<file path="config.mk">
export PLATFORM = sky130hd
export DESIGN_NAME = pid_filtered_derivative
export DESIGN_NICKNAME = d
export VERILOG_FILES = /design/src/rtl/pidfd_pkg.sv /design/src/rtl/pidfd_regs.sv /design/src/rtl/pidfd_mul.sv /design/src/rtl/pid_filtered_derivative.sv
export SDC_FILE = /design/constraint.sdc
export NUM_CORES = 2
export LEC_CHECK = 0
export BUFFER_PORTS_ARGS = -buffer_cell sky130_fd_sc_hd__buf_2
export CORE_AREA = 2 2 327 329
export CTS_BUF_LIST = sky130_fd_sc_hd__clkbuf_8
export CTS_CLUSTER_SIZE = 16
export DETAILED_ROUTE_END_ITERATION = 8
export DIE_AREA = 0 0 329 331
export PLACE_DENSITY_LB_ADDON = 0.15
export SETUP_SLACK_MARGIN = 0.05
export SYNTH_ARGS = -nofsm -noshare
export SYNTH_HDL_FRONTEND = slang
export SYNTH_SLANG_ARGS = --single-unit
</file>
<file path="constraint.sdc">
create_clock -name aclk -period 8.1 [get_ports aclk]
set_input_delay 0.405 -clock aclk [delete_from_list [all_inputs] [get_ports aclk]]
set_output_delay 0.405 -clock aclk [all_outputs]
set_load 0.01 [all_outputs]
</file>
<file path="src/rtl/pidfd_pkg.sv">
// ============================================================================
// pidfd_pkg: shared types and constants of the filtered-derivative PID block
// Field widths, fixed-point constants, register map, state codes and the
// 48-bit state saturation used by the controller datapath.
// ============================================================================
`default_nettype none

package pidfd_pkg;

    // Field and datapath widths.
    localparam int IN_W      = 16;
    localparam int OUT_W     = 16;
    localparam int FRAC_W    = 16;
    localparam int DIFF_W    = IN_W + 1;
    localparam int ST_W      = 48;
    localparam int U_W       = OUT_W + FRAC_W;
    localparam int VAL_W     = 50;
    localparam int MCAND_W   = VAL_W;
    localparam int MPLR_W    = 24;
    localparam int PROD_W    = MCAND_W + MPLR_W;
    localparam int HI_W      = PROD_W - FRAC_W;
    localparam int SUM_W     = 60;
    localparam int CNT_W     = $clog2(MPLR_W);

    // Register port geometry.
    localparam int REG_IDX_W = 3;
    localparam int ADDR_W    = REG_IDX_W + 2;
    localparam int DATA_W    = 32;

    // Weight of the setpoint in the proportional path, Q15.16.
    localparam int SETPOINT_WEIGHT_Q16 = 65536;

    // Register indexes.
    localparam logic [REG_IDX_W-1:0] REG_GAIN_K      = 3'd0;
    localparam logic [REG_IDX_W-1:0] REG_DERIV_DECAY = 3'd1;
    localparam logic [REG_IDX_W-1:0] REG_DERIV_GAIN  = 3'd2;
    localparam logic [REG_IDX_W-1:0] REG_INTEG_GAIN  = 3'd3;
    localparam logic [REG_IDX_W-1:0] REG_WINDUP_GAIN = 3'd4;
    localparam logic [REG_IDX_W-1:0] REG_OUT_LOW     = 3'd5;
    localparam logic [REG_IDX_W-1:0] REG_OUT_HIGH    = 3'd6;
    localparam logic [REG_IDX_W-1:0] REG_INTEG_LIMIT = 3'd7;

    // Controller configuration as seen by the datapath.
    typedef struct packed {
        logic signed [23:0] gain_k;
        logic        [16:0] deriv_decay;
        logic signed [23:0] deriv_gain;
        logic signed [23:0] integ_gain;
        logic        [22:0] windup_gain;
        logic signed [15:0] out_low;
        logic signed [15:0] out_high;
        logic        [14:0] integ_limit;
    } cfg_t;

    // Which actuator bound was applied.
    typedef enum logic [1:0] {
        LIM_NONE = 2'd0,
        LIM_LOW  = 2'd1,
        LIM_HIGH = 2'd2
    } lim_code_t;

    // Sequencer states.
    typedef enum logic [2:0] {
        ST_IDLE,
        ST_MUL1,
        ST_MUL2,
        ST_VSUM,
        ST_CLAMP,
        ST_DIFF,
        ST_MUL3
    } state_t;

    // Saturate a wide sum to the signed 48-bit state range.
    function automatic logic signed [ST_W-1:0] sat_state(input logic signed [SUM_W-1:0] x);
        logic [SUM_W-ST_W:0] top;
        top = x[SUM_W-1:ST_W-1];
        if (top == '0 || top == '1) begin
            sat_state = x[ST_W-1:0];
        end else if (x[SUM_W-1]) begin
            sat_state = {1'b1, {(ST_W-1){1'b0}}};
        end else begin
            sat_state = {1'b0, {(ST_W-1){1'b1}}};
        end
    endfunction

endpackage

`default_nettype wire

</file>
<file path="src/rtl/pidfd_regs.sv">
// ============================================================================
// pidfd_regs: configuration register file
// APB-style write and read access to the eight controller registers, with
// their reset values, presented to the datapath as one structure.
// ============================================================================
`default_nettype none

module pidfd_regs (
    input  logic                            aclk,
    input  logic                            aresetn,
    input  logic                            psel,
    input  logic                            penable,
    input  logic                            pwrite,
    input  logic [pidfd_pkg::ADDR_W-1:0]    paddr,
    input  logic [pidfd_pkg::DATA_W-1:0]    pwdata,
    output logic [pidfd_pkg::DATA_W-1:0]    prdata,
    output logic                            pready,
    output pidfd_pkg::cfg_t                 cfg
);
    import pidfd_pkg::*;

    cfg_t                   cfg_reg;
    cfg_t                   cfg_next;
    logic                   wr_en;
    logic [REG_IDX_W-1:0]   idx;

    assign pready = 1'b1;
    assign wr_en  = psel & penable & pwrite;
    assign idx    = paddr[ADDR_W-1:2];
    assign cfg    = cfg_reg;

    // Register write decode.
    always_comb begin
        cfg_next = cfg_reg;
        if (wr_en) begin
            case (idx)
                REG_GAIN_K:      cfg_next.gain_k      = pwdata[23:0];
                REG_DERIV_DECAY: cfg_next.deriv_decay = pwdata[16:0];
                REG_DERIV_GAIN:  cfg_next.deriv_gain  = pwdata[23:0];
                REG_INTEG_GAIN:  cfg_next.integ_gain  = pwdata[23:0];
                REG_WINDUP_GAIN: cfg_next.windup_gain = pwdata[22:0];
                REG_OUT_LOW:     cfg_next.out_low     = pwdata[15:0];
                REG_OUT_HIGH:    cfg_next.out_high    = pwdata[15:0];
                REG_INTEG_LIMIT: cfg_next.integ_limit = pwdata[14:0];
                default: begin
                end
            endcase
        end
    end

    // Register storage with reset values.
    always_ff @(posedge aclk) begin
        if (!aresetn) begin
            cfg_reg.gain_k      <= 24'sd65536;
            cfg_reg.deriv_decay <= '0;
            cfg_reg.deriv_gain  <= '0;
            cfg_reg.integ_gain  <= '0;
            cfg_reg.windup_gain <= '0;
            cfg_reg.out_low     <= -16'sd10000;
            cfg_reg.out_high    <= 16'sd10000;
            cfg_reg.integ_limit <= 15'd500;
        end else begin
            cfg_reg <= cfg_next;
        end
    end

    // Read mux; values are returned as their raw bits.
    always_comb begin
        case (idx)
            REG_GAIN_K:      prdata = DATA_W'($unsigned(cfg_reg.gain_k));
            REG_DERIV_DECAY: prdata = DATA_W'(cfg_reg.deriv_decay);
            REG_DERIV_GAIN:  prdata = DATA_W'($unsigned(cfg_reg.deriv_gain));
            REG_INTEG_GAIN:  prdata = DATA_W'($unsigned(cfg_reg.integ_gain));
            REG_WINDUP_GAIN: prdata = DATA_W'(cfg_reg.windup_gain);
            REG_OUT_LOW:     prdata = DATA_W'($unsigned(cfg_reg.out_low));
            REG_OUT_HIGH:    prdata = DATA_W'($unsigned(cfg_reg.out_high));
            REG_INTEG_LIMIT: prdata = DATA_W'(cfg_reg.integ_limit);
            default:         prdata = '0;
        endcase
    end

endmodule

`default_nettype wire

</file>
<file path="src/rtl/pidfd_mul.sv">
// ============================================================================
// pidfd_mul: bit-serial signed multiplier
// Shift-add multiplier that consumes one multiplier bit per cycle, least
// significant first; the last bit carries negative weight.
// ============================================================================
`default_nettype none

module pidfd_mul (
    input  logic                                    aclk,
    input  logic                                    aresetn,
    input  logic                                    start,
    input  logic signed [pidfd_pkg::MCAND_W-1:0]    mcand,
    input  logic signed [pidfd_pkg::MPLR_W-1:0]     mplr,
    output logic                                    busy,
    output logic signed [pidfd_pkg::PROD_W-1:0]     product
);
    import pidfd_pkg::*;

    logic                       busy_reg;
    logic                       busy_next;
    logic [CNT_W-1:0]           cnt_reg;
    logic [CNT_W-1:0]           cnt_next;
    logic signed [MCAND_W:0]    acc_reg;
    logic signed [MCAND_W:0]    acc_next;
    logic [MPLR_W-1:0]          mplr_reg;
    logic [MPLR_W-1:0]          mplr_next;
    logic signed [MCAND_W-1:0]  mcand_reg;
    logic signed [MCAND_W-1:0]  mcand_next;
    logic signed [MCAND_W:0]    addend;
    logic signed [MCAND_W:0]    sum;
    logic                       last;

    // One partial product per cycle; the sign bit of the multiplier subtracts.
    always_comb begin
        addend = mplr_reg[0] ? (MCAND_W+1)'(mcand_reg) : '0;
        last   = (cnt_reg == CNT_W'(MPLR_W - 1));
        sum    = last ? (acc_reg - addend) : (acc_reg + addend);
    end

    // Iteration control.
    always_comb begin
        busy_next  = busy_reg;
        cnt_next   = cnt_reg;
        acc_next   = acc_reg;
        mplr_next  = mplr_reg;
        mcand_next = mcand_reg;
        if (!busy_reg) begin
            if (start) begin
                busy_next  = 1'b1;
                cnt_next   = '0;
                acc_next   = '0;
                mplr_next  = mplr;
                mcand_next = mcand;
            end
        end else begin
            acc_next  = sum >>> 1;
            mplr_next = {sum[0], mplr_reg[MPLR_W-1:1]};
            cnt_next  = cnt_reg + CNT_W'(1);
            if (last) begin
                busy_next = 1'b0;
            end
        end
    end

    always_ff @(posedge aclk) begin
        if (!aresetn) begin
            busy_reg <= 1'b0;
            cnt_reg  <= '0;
        end else begin
            busy_reg <= busy_next;
            cnt_reg  <= cnt_next;
        end
    end

    always_ff @(posedge aclk) begin
        acc_reg   <= acc_next;
        mplr_reg  <= mplr_next;
        mcand_reg <= mcand_next;
    end

    assign busy    = busy_reg;
    assign product = $signed({acc_reg[MCAND_W-1:0], mplr_reg});

endmodule

`default_nettype wire

</file>
<file path="src/rtl/pid_filtered_derivative.sv">
// Sequence: each input word runs three passes of the bit-serial multipliers
// (one cycle per gain bit), with add, clamp and state update steps between
// them. A new input word is accepted only once the previous word is done, and
// the clamp step waits until the previous result word has been taken.
// Reset: aresetn is synchronous and active low; it clears the filter states,
// the handshakes and loads the default register values.
// ============================================================================
// pid_filtered_derivative: fixed-point PID step with filtered derivative
// Computes P, a filtered D and a back-calculated I with two bit-serial
// multipliers, clamps the output to the actuator limits and updates state.
// ============================================================================
`default_nettype none

module pid_filtered_derivative (
    input  logic                                aclk,
    input  logic                                aresetn,
    input  logic                                psel,
    input  logic                                penable,
    input  logic                                pwrite,
    input  logic [pidfd_pkg::ADDR_W-1:0]        paddr,
    input  logic [pidfd_pkg::DATA_W-1:0]        pwdata,
    output logic [pidfd_pkg::DATA_W-1:0]        prdata,
    output logic                                pready,
    input  logic                                s_valid,
    output logic                                s_ready,
    input  logic signed [pidfd_pkg::IN_W-1:0]   s_setpoint,
    input  logic signed [pidfd_pkg::IN_W-1:0]   s_measured,
    output logic                                m_valid,
    input  logic                                m_ready,
    output logic signed [pidfd_pkg::OUT_W-1:0]  m_drive,
    output logic [1:0]                          m_limit_hit
);
    import pidfd_pkg::*;

    localparam logic signed [MCAND_W-1:0] SP_WEIGHT = MCAND_W'(SETPOINT_WEIGHT_Q16);

    cfg_t                       cfg;
    state_t                     state_reg;
    state_t                     state_next;

    // Controller state.
    logic signed [ST_W-1:0]     d_reg;
    logic signed [ST_W-1:0]     i_reg;
    logic signed [IN_W-1:0]     lm_reg;

    // Per-word working registers.
    logic signed [DIFF_W-1:0]   dy_reg;
    logic signed [DIFF_W-1:0]   ew_reg;
    logic signed [VAL_W-1:0]    p_reg;
    logic signed [VAL_W-1:0]    dd_reg;
    logic signed [VAL_W-1:0]    ibi_reg;
    logic signed [VAL_W-1:0]    pi_reg;
    logic signed [VAL_W-1:0]    v_reg;
    logic signed [VAL_W-1:0]    t_reg;
    logic signed [U_W-1:0]      u_reg;

    // Result word register.
    logic                       m_valid_reg;
    logic signed [OUT_W-1:0]    drive_reg;
    lim_code_t                  lim_reg;

    // Sequencer strobes.
    logic                       take_in;
    logic                       end_p1;
    logic                       end_p2;
    logic                       do_vsum;
    logic                       do_clamp;
    logic                       do_diff;
    logic                       end_p3;
    logic                       mul_idle;

    // Multiplier ports.
    logic                       a_start;
    logic                       b_start;
    logic signed [MCAND_W-1:0]  a_mcand;
    logic signed [MCAND_W-1:0]  b_mcand;
    logic signed [MPLR_W-1:0]   a_mplr;
    logic signed [MPLR_W-1:0]   b_mplr;
    logic                       a_busy;
    logic                       b_busy;
    logic signed [PROD_W-1:0]   a_prod;
    logic signed [PROD_W-1:0]   b_prod;
    logic signed [HI_W-1:0]     a_hi;
    logic signed [HI_W-1:0]     b_hi;

    // Combinational datapath values.
    logic signed [MCAND_W-1:0]  a_full;
    logic signed [DIFF_W-1:0]   dy_in;
    logic signed [DIFF_W-1:0]   ew_in;
    logic signed [ST_W-1:0]     lim_q;
    logic                       i_over;
    logic signed [U_W-1:0]      lo_u;
    logic signed [U_W-1:0]      hi_u;
    logic signed [U_W-1:0]      u_val;
    lim_code_t                  lim_val;
    logic signed [SUM_W-1:0]    d_sum;
    logic signed [SUM_W-1:0]    i_sum;

    pidfd_regs u_regs (
        .aclk    (aclk),
        .aresetn (aresetn),
        .psel    (psel),
        .penable (penable),
        .pwrite  (pwrite),
        .paddr   (paddr),
        .pwdata  (pwdata),
        .prdata  (prdata),
        .pready  (pready),
        .cfg     (cfg)
    );

    pidfd_mul u_mul_a (
        .aclk    (aclk),
        .aresetn (aresetn),
        .start   (a_start),
        .mcand   (a_mcand),
        .mplr    (a_mplr),
        .busy    (a_busy),
        .product (a_prod)
    );

    pidfd_mul u_mul_b (
        .aclk    (aclk),
        .aresetn (aresetn),
        .start   (b_start),
        .mcand   (b_mcand),
        .mplr    (b_mplr),
        .busy    (b_busy),
        .product (b_prod)
    );

    // Input word terms and the integrator limit check.
    always_comb begin
        a_full = MCAND_W'(s_setpoint) * SP_WEIGHT - (MCAND_W'(s_measured) <<< FRAC_W);
        dy_in  = DIFF_W'(s_measured) - DIFF_W'(lm_reg);
        ew_in  = DIFF_W'(s_setpoint) - DIFF_W'(s_measured);
        lim_q  = ST_W'({cfg.integ_limit, {FRAC_W{1'b0}}});
        i_over = (i_reg > lim_q) || (i_reg < -lim_q);
    end

    // Product scaling: dropping 16 fraction bits floors the value.
    assign a_hi = a_prod[PROD_W-1:FRAC_W];
    assign b_hi = b_prod[PROD_W-1:FRAC_W];

    // Derivative and integrator update sums before saturation.
    always_comb begin
        d_sum = SUM_W'(dd_reg) - SUM_W'($signed(a_prod[VAL_W-1:0]));
        i_sum = SUM_W'(t_reg) + SUM_W'(a_hi);
    end

    // Output clamp; the low bound is checked first and wins for values below it, even when it is above the high bound.
    always_comb begin
        lo_u = {cfg.out_low, {FRAC_W{1'b0}}};
        hi_u = {cfg.out_high, {FRAC_W{1'b0}}};
        if (v_reg < VAL_W'(lo_u)) begin
            u_val   = lo_u;
            lim_val = LIM_LOW;
        end else if (v_reg > VAL_W'(hi_u)) begin
            u_val   = hi_u;
            lim_val = LIM_HIGH;
        end else begin
            u_val   = U_W'(v_reg);
            lim_val = LIM_NONE;
        end
    end

    // Multiplier operand selection per pass.
    always_comb begin
        case (state_reg)
            ST_MUL1: begin
                a_mcand = MCAND_W'(dy_reg);
                a_mplr  = cfg.deriv_gain;
                b_mcand = MCAND_W'(ew_reg);
                b_mplr  = cfg.integ_gain;
            end
            ST_DIFF: begin
                a_mcand = VAL_W'(u_reg) - v_reg;
                a_mplr  = $signed(MPLR_W'(cfg.windup_gain));
                b_mcand = MCAND_W'(d_reg);
                b_mplr  = $signed(MPLR_W'(cfg.deriv_decay));
            end
            default: begin
                a_mcand = a_full;
                a_mplr  = cfg.gain_k;
                b_mcand = MCAND_W'(d_reg);
                b_mplr  = $signed(MPLR_W'(cfg.deriv_decay));
            end
        endcase
    end

    assign mul_idle = !a_busy && !b_busy;

    // Sequencer: next state and strobes.
    always_comb begin
        state_next = state_reg;
        s_ready    = 1'b0;
        take_in    = 1'b0;
        end_p1     = 1'b0;
        end_p2     = 1'b0;
        do_vsum    = 1'b0;
        do_clamp   = 1'b0;
        do_diff    = 1'b0;
        end_p3     = 1'b0;
        a_start    = 1'b0;
        b_start    = 1'b0;
        case (state_reg)
            ST_IDLE: begin
                s_ready = 1'b1;
                if (s_valid) begin
                    take_in    = 1'b1;
                    a_start    = 1'b1;
                    b_start    = 1'b1;
                    state_next = ST_MUL1;
                end
            end
            ST_MUL1: begin
                if (mul_idle) begin
                    end_p1     = 1'b1;
                    a_start    = 1'b1;
                    b_start    = 1'b1;
                    state_next = ST_MUL2;
                end
            end
            ST_MUL2: begin
                if (mul_idle) begin
                    end_p2     = 1'b1;
                    state_next = ST_VSUM;
                end
            end
            ST_VSUM: begin
                do_vsum    = 1'b1;
                state_next = ST_CLAMP;
            end
            ST_CLAMP: begin
                if (!m_valid_reg || m_ready) begin
                    do_clamp   = 1'b1;
                    state_next = ST_DIFF;
                end
            end
            ST_DIFF: begin
                do_diff    = 1'b1;
                a_start    = 1'b1;
                state_next = ST_MUL3;
            end
            ST_MUL3: begin
                if (mul_idle) begin
                    end_p3     = 1'b1;
                    state_next = ST_IDLE;
                end
            end
            default: begin
                state_next = ST_IDLE;
            end
        endcase
    end

    always_ff @(posedge aclk) begin
        if (!aresetn) begin
            state_reg <= ST_IDLE;
        end else begin
            state_reg <= state_next;
        end
    end

    // Filter state: the integrator is cleared on entry when it is beyond the limit.
    always_ff @(posedge aclk) begin
        if (!aresetn) begin
            d_reg  <= '0;
            i_reg  <= '0;
            lm_reg <= '0;
        end else begin
            if (take_in) begin
                lm_reg <= s_measured;
                if (i_over) begin
                    i_reg <= '0;
                end
            end
            if (end_p2) begin
                d_reg <= sat_state(d_sum);
            end
            if (end_p3) begin
                i_reg <= sat_state(i_sum);
            end
        end
    end

    // Working registers along the sequence.
    always_ff @(posedge aclk) begin
        if (take_in) begin
            dy_reg <= dy_in;
            ew_reg <= ew_in;
        end
        if (end_p1) begin
            p_reg  <= VAL_W'(a_hi);
            dd_reg <= VAL_W'(b_hi);
        end
        if (end_p2) begin
            ibi_reg <= $signed(b_prod[VAL_W-1:0]);
            pi_reg  <= p_reg + VAL_W'(i_reg);
        end
        if (do_vsum) begin
            v_reg <= pi_reg + VAL_W'(d_reg);
        end
        if (do_clamp) begin
            u_reg <= u_val;
        end
        if (do_diff) begin
            t_reg <= VAL_W'(i_reg) + ibi_reg;
        end
    end

    // Result word register; a new word loads only once the previous one is taken.
    always_ff @(posedge aclk) begin
        if (!aresetn) begin
            m_valid_reg <= 1'b0;
        end else if (do_clamp) begin
            m_valid_reg <= 1'b1;
        end else if (m_ready) begin
            m_valid_reg <= 1'b0;
        end
    end

    always_ff @(posedge aclk) begin
        if (do_clamp) begin
            drive_reg <= u_val[U_W-1:FRAC_W];
            lim_reg   <= lim_val;
        end
    end

    assign m_valid     = m_valid_reg;
    assign m_drive     = drive_reg;
    assign m_limit_hit = lim_reg;

endmodule

`default_nettype wire

</file>
* After elaboration in Yosys (flattened, before gate mapping)
Cells that the tools add are included.
Operators by class: $add $sub $neg 16, magnitude comparators 4, eq/ne operators 22, multiplexer cells 58, bitwise operators 4, reductions and logical operators 30
Operator list (count):
- $mux W51 | 8
- $mux W48 | 7
- $pmux W32 S8 | 1
- $mux W24 | 5
- $add A51 B51 Y51 | 2
- $sub A51 B51 Y51 | 2
- $add A50 B48 Y50 | 2
- $pmux W50 S2 | 1
- $mux W32 | 2
- $add A50 B58 Y59 | 1
- $sub A50 B50 Y51 | 1
- $add A48 B50 Y50 | 1
- $gt A50 B32 Y1 | 1
- $lt A50 B32 Y1 | 1
- $mux W50 | 1
- $sub A32 B50 Y50 | 1
- $gt A48 B32 Y1 | 1
- $lt A48 B48 Y1 | 1
- $neg A31 Y48 | 1
- $pmux W24 S2 | 1
- $sub A16 B16 Y17 | 2
- $sub A32 B32 Y33 | 1
- $eq A13 B13 Y1 const B | 2
- $logic_not A13 Y1 | 2
- 23 further kinds | 86
Word-level totals: register bits 905, input bits 76, output and inout port bits 53

* Longest topological paths before layout
word-level depth 6, depth in mapped cells 27, mapped depth without buffers 25

* Cells and area by module
From an unflattened synthesis, not the netlist that was laid out.
Second synthesis, totals: cells, all modules 7247, area total of the unflattened synthesis 64687.0 um^2
Modules (own cells, without submodules):
- pid_filtered_derivative | times used 1, cells an instance 4302, area each 38824.7 um^2
- pidfd_mul | times used 2, cells an instance 998, area each 9232.6 um^2
- pidfd_regs | times used 1, cells an instance 949, area each 7397.1 um^2

* Worst setup path after synthesis
OpenSTA, ideal clock, no wires.
path type reg-to-reg, from register state_reg[0], to register u_mul_b.cnt_reg[1], arrival time 7.706 ns, required time 7.972 ns, path slack 0.266 ns, stages on the path, launching flop included 10, buffers on the path 2, period minus slack after synthesis 7.834 ns, cells stage by stage dfxtp_1 -> clkbuf_1 -> nor2b_1 -> clkbuf_1 -> nand2_1 -> nor2_1 -> or3_1 -> inv_1 -> a22oi_1 -> nor2_1
On the way: cells in the longest elaborated chain, start to end 3
Ends and longest elaborated chain:
- start, declared | RTL line pid_filtered_derivative.sv:38 | state_t state_reg;
- start signal, assigned | RTL line pid_filtered_derivative.sv:261 | state_reg <= state_next;
- $eq A3 B1 Y1 or $logic_not A3 Y1 (tied branches) | RTL line pid_filtered_derivative.sv:206 | case (state_reg)
- $pmux W1 S2 * | RTL line pid_filtered_derivative.sv:206
- $reduce_bool A2 Y1 (no line) *
- end signal, assigned | RTL line pidfd_mul.sv:71 | cnt_reg <= cnt_next;
- end, declared | RTL line pidfd_mul.sv:21 | logic [CNT_W-1:0] cnt_reg;
Every way passes the cells marked *; elsewhere a longest branch is shown, timed or not. A chain may end at the register's enable or synchronous reset.

* Final worst setup path
from register u_mul_a.mcand_reg[17], to register u_mul_a.acc_reg[46], data pin
On the way: cells in the longest elaborated chain, start to end 4
Ends and longest elaborated chain:
- start, declared | RTL line pidfd_mul.sv:27 | logic signed [MCAND_W-1:0] mcand_reg;
- start signal, assigned | RTL line pidfd_mul.sv:78 | mcand_reg <= mcand_next;
- $mux W51 * | RTL line pidfd_mul.sv:35 | addend = mplr_reg[0] ? (MCAND_W+1)'(mcand_reg) : '0;
- $add A51 B51 Y51 or $sub A51 B51 Y51 (tied branches) | RTL line pidfd_mul.sv:37 | sum = last ? (acc_reg - addend) : (acc_reg + addend);
- $mux W51 * | RTL line pidfd_mul.sv:37
- $mux W51 * | RTL line pidfd_mul.sv:47 | if (!busy_reg) begin
- end signal, assigned | RTL line pidfd_mul.sv:76 | acc_reg <= acc_next;
- end, declared | RTL line pidfd_mul.sv:23 | logic signed [MCAND_W:0] acc_reg;
Marks and branches as above.

==> flow_summary.ini <==
[synth]
async_flop_share = 0
ys_seq_area_frac = 0.385
ys_ff_latch = 901
synth_edf_count = 614
ys.flop_type = edfxtp_1
synth_area_mm2 = 0.0628
ys_warn_count = 0
synthDistinctLibCells = 99
synthCells = 7036
avgSynthCellArea_um2 = 8.93

[placement]
port_buffers = 109
dp_hpwl_um = 163000
place_congestion = 1.03

[grt]
first_global_vias = 50800
grt_usage = 0.385
grt_max_degree = 85
grt_pass1_wl_um = 314000
antenna_found_initial = 21
overflow = 0

[clock_tree]
cts_root_buffer = clkbuf_8
ctsResizeCount = 0
insertion_delay_ns = 0.88
clock_path_buffers = 3
h-tree-depth = 4
cts_tree = yes
clk_pin_slew_ns = 0.07
clock-sinks = 901
cts_buffers = 161

[timing]
finClkSkew_ns = 0.0496
finalHoldViolCount = 0
tns_ns = 0
max_freq_mhz = 150
maxSlewHeadroom = 0.118
worst_pin_slew_ns = 1.31
period_share = 0.824
setup_viol = 0
slew_violations = 0
rsz0062_at_grt = no
period_needed_ns = 6.68

[worst_setup_path]
crit_path_end_kind = flip-flop
critical_path.most_common_cell = a21oi_1
timing.rr.end = u_mul_a.acc_reg[46]
crit_path_max_incr_delay_ns = 1.12
startpoint = u_mul_a.mcand_reg[17]
critPathCapture = u_mul_a.acc_reg[46]
critPathLaunchType = flip-flop
crit_chain = nor3_1 -> nor3b_1 -> nand2_1 -> nor4b_1 -> nand2_1 -> or3_1 -> a21oi_1 -> nand2_1 -> a21oi_1 -> nor2_1 -> o311ai_1 -> ha_1 -> a21oi_1 -> o21ai_0 -> a22oi_1 -> o31ai_1 -> o31ai_1 -> a21oi_1 -> a211o_1
cp_max_fo = 7
r2r_slack_ns = 1.42
critPathRequiredTime_ns = 8.72
worstPathArrival_ns = 7.30
reg2reg_from = u_mul_a.mcand_reg[17]
path_class = flip-flop to flip-flop
ff2ff_path_depth = 19
crit_slowest_cell = o311ai_1

[cells_and_area]
largest_reg_flops = 159
area_growth_syn_to_layout_pct = 8.38
drive_above_1_share = 0.0703
num-nets-final = 7737

[power_and_ir_drop]
p_seq_frac = 0.306
p_switching_mw = 11.7
power_density_mw_per_mm2 = 372
p_clk_frac = 0.173
irDropWorstVdd_v = 0.000307
comb_power_share = 0.521
switching_share = 0.461
power.leakage_nw = 28.5
intPower_mw = 13.7
total_power_mw = 25.3

[route]
routed_wl_um = 214000
drc = 0
wire_per_inst_um = 24.8
drtPass1Iterations = 6
drtIter0Drc = 6809
viasPerCell = 6.45
num_vias = 55700
ant_nets = 0

[floorplanning]
rows = 119
core_area_mm2 = 0.105
fp.dieArea_mm2 = 0.109
io_pins = 129
die_y_um = 331
start_util = 0.599
dieWidth_um = 329

[status]
outcome = finished, final reports clean

[job]
drv_cap = 0

[worst_hold_path]
min_path_type = input pin to flip-flop
[through the flow]
step                      instances  setup slack (ns)  utilization  instance area (um2)  hold WS (ns)
after floorplan                7043             0.266            -                62900         0.424
after global placement         8281              1.95        0.614                64400         0.433
after detailed placement       8281              1.78        0.614                64400         0.440
after CTS                      8622              1.76        0.649                68100        0.0857
after global routing           8624              1.04        0.649                68100         0.149
final                          8632              1.42        0.649                68100         0.156
[worst max-delay path: cells and delay by family, from the launching register on]
family / cells / cell delay, ns
AO/OA/AOI/OAI: 10 / 3.35
flip-flops: 1 / 0.42
AND/OR/NAND/NOR: 8 / 2.20
adder cells (fa/ha/maj): 1 / 0.48
[final cells by class]
cell class,instances,area [um2]
inverter,345,1300
antenna,10,25.0
tap,1391,1740
clock inverter,114,688
clock buffer,185,2550
sequential,901,24200
timing repair buffer,215,1450
fill,8818,36900
multi-input combinational,5471,36200
[what timing repair did]
action,in CTS,in global routing
hold buffers,42,0
endpoints found under the hold margin,189,0
buffers inserted,0,0
[power by group through the flow]
| stage | logic [mW] | clock network, mW | registers, mW |
|---|---|---|---|
| after detailed placement | 12.7 | 0 | 7.78 |
| after global placement | 12.6 | 0 | 7.78 |
| after global routing | 14.3 | 4.57 | 7.79 |
| final | 13.2 | 4.38 | 7.76 |
| after CTS | 12.8 | 4.39 | 7.71 |
| after floorplan | 9.39 | 0 | 7.13 |
[cells by family (layout without fill, tap and decap cells)]
group,Yosys count,count (layout),share of synthesized area
and+or+nand+nor,2263,2263,0.167
AOI/OAI and AO/OA,2112,2112,0.216
DFF,901,901,0.385
buffers and inverters,671,859,0.0425
adders and majority gates,566,566,0.114
xor gates and xnor gates,424,424,0.0591
muxes,97,97,0.0169
other,2,19,0.000120
[Yosys cell counts, types with 26 or more instances]
cell / count / area, um2
nand2b_1: 72 / 450
nand2_1: 944 / 3540
ha_1: 556 / 6960
a21o_1: 317 / 2380
o211ai_1: 94 / 706
or3_1: 45 / 282
nand4_1: 86 / 538
o21a_1: 75 / 563
a211oi_1: 57 / 428
and2_1: 92 / 576
and3_1: 68 / 425
nor3_1: 122 / 611
edfxtp_1: 614 / 18400
a31oi_1: 60 / 375
clkbuf_1: 249 / 935
inv_1: 340 / 1280
o21ai_0: 391 / 1960
o31ai_1: 38 / 285
buf_4: 26 / 195
nor4_1: 37 / 231
or2_2: 34 / 213
o21bai_1: 70 / 526
a21oi_1: 691 / 3460
nand3_1: 123 / 616
nor2b_1: 86 / 538
nor2_1: 470 / 1760
mux2i_1: 86 / 861
xor2_1: 159 / 1390
a221o_1: 34 / 340
xnor2_1: 265 / 2320
dfxtp_1: 287 / 5750
[layout by cell type (no fill, tap or decap), types with 24 or more instances in the layout]
master	n
dfxtp_1	284
buf_4	64
nand4_1	86
xnor2_1	265
nor3_1	116
o21bai_1	70
nand3_1	123
xor2_1	159
a221oi_1	24
a221o_1	34
o21a_1	75
o21ai_0	391
nand2b_1	71
a211oi_1	57
ha_1	556
or2_2	34
nor2_1	467
a31oi_1	60
mux2i_1	85
o211ai_1	94
and2_1	92
clkbuf_8	185
buf_2	109
a21oi_1	689
clkinv_1	29
dlygate4sd3_1	42
o31ai_1	38
and3_1	67
inv_1	384
or3_1	44
nor2b_1	86
nor4_1	34
a21o_1	317
nand2_1	943
edfxtp_1	614
[worst min-delay path by stage]
stage	startpoint	end	cells past startpoint
global placement	u_mul_b.mplr_reg[7]	ibi_reg[7]	0
floorplan	u_mul_b.mplr_reg[0]	ibi_reg[0]	0
detailed placement	u_mul_b.mplr_reg[9]	ibi_reg[9]	0
finish	s_setpoint[0]	ew_reg[0]	4
CTS	s_setpoint[0]	ew_reg[0]	4
global route	s_setpoint[0]	ew_reg[0]	4
[layer usage]
metal / GRT usage / share of wire / vias up
met2: 0.581 / 0.43 / 2924
li1: - / - / 25800
met4: 0.166 / 0.045 / 8
met3: 0.0947 / 0.11 / 502
met5: 0 / 0.00021 / -
met1: 0.526 / 0.41 / 26400
Note: power is estimated with default switching activity, not from simulation.
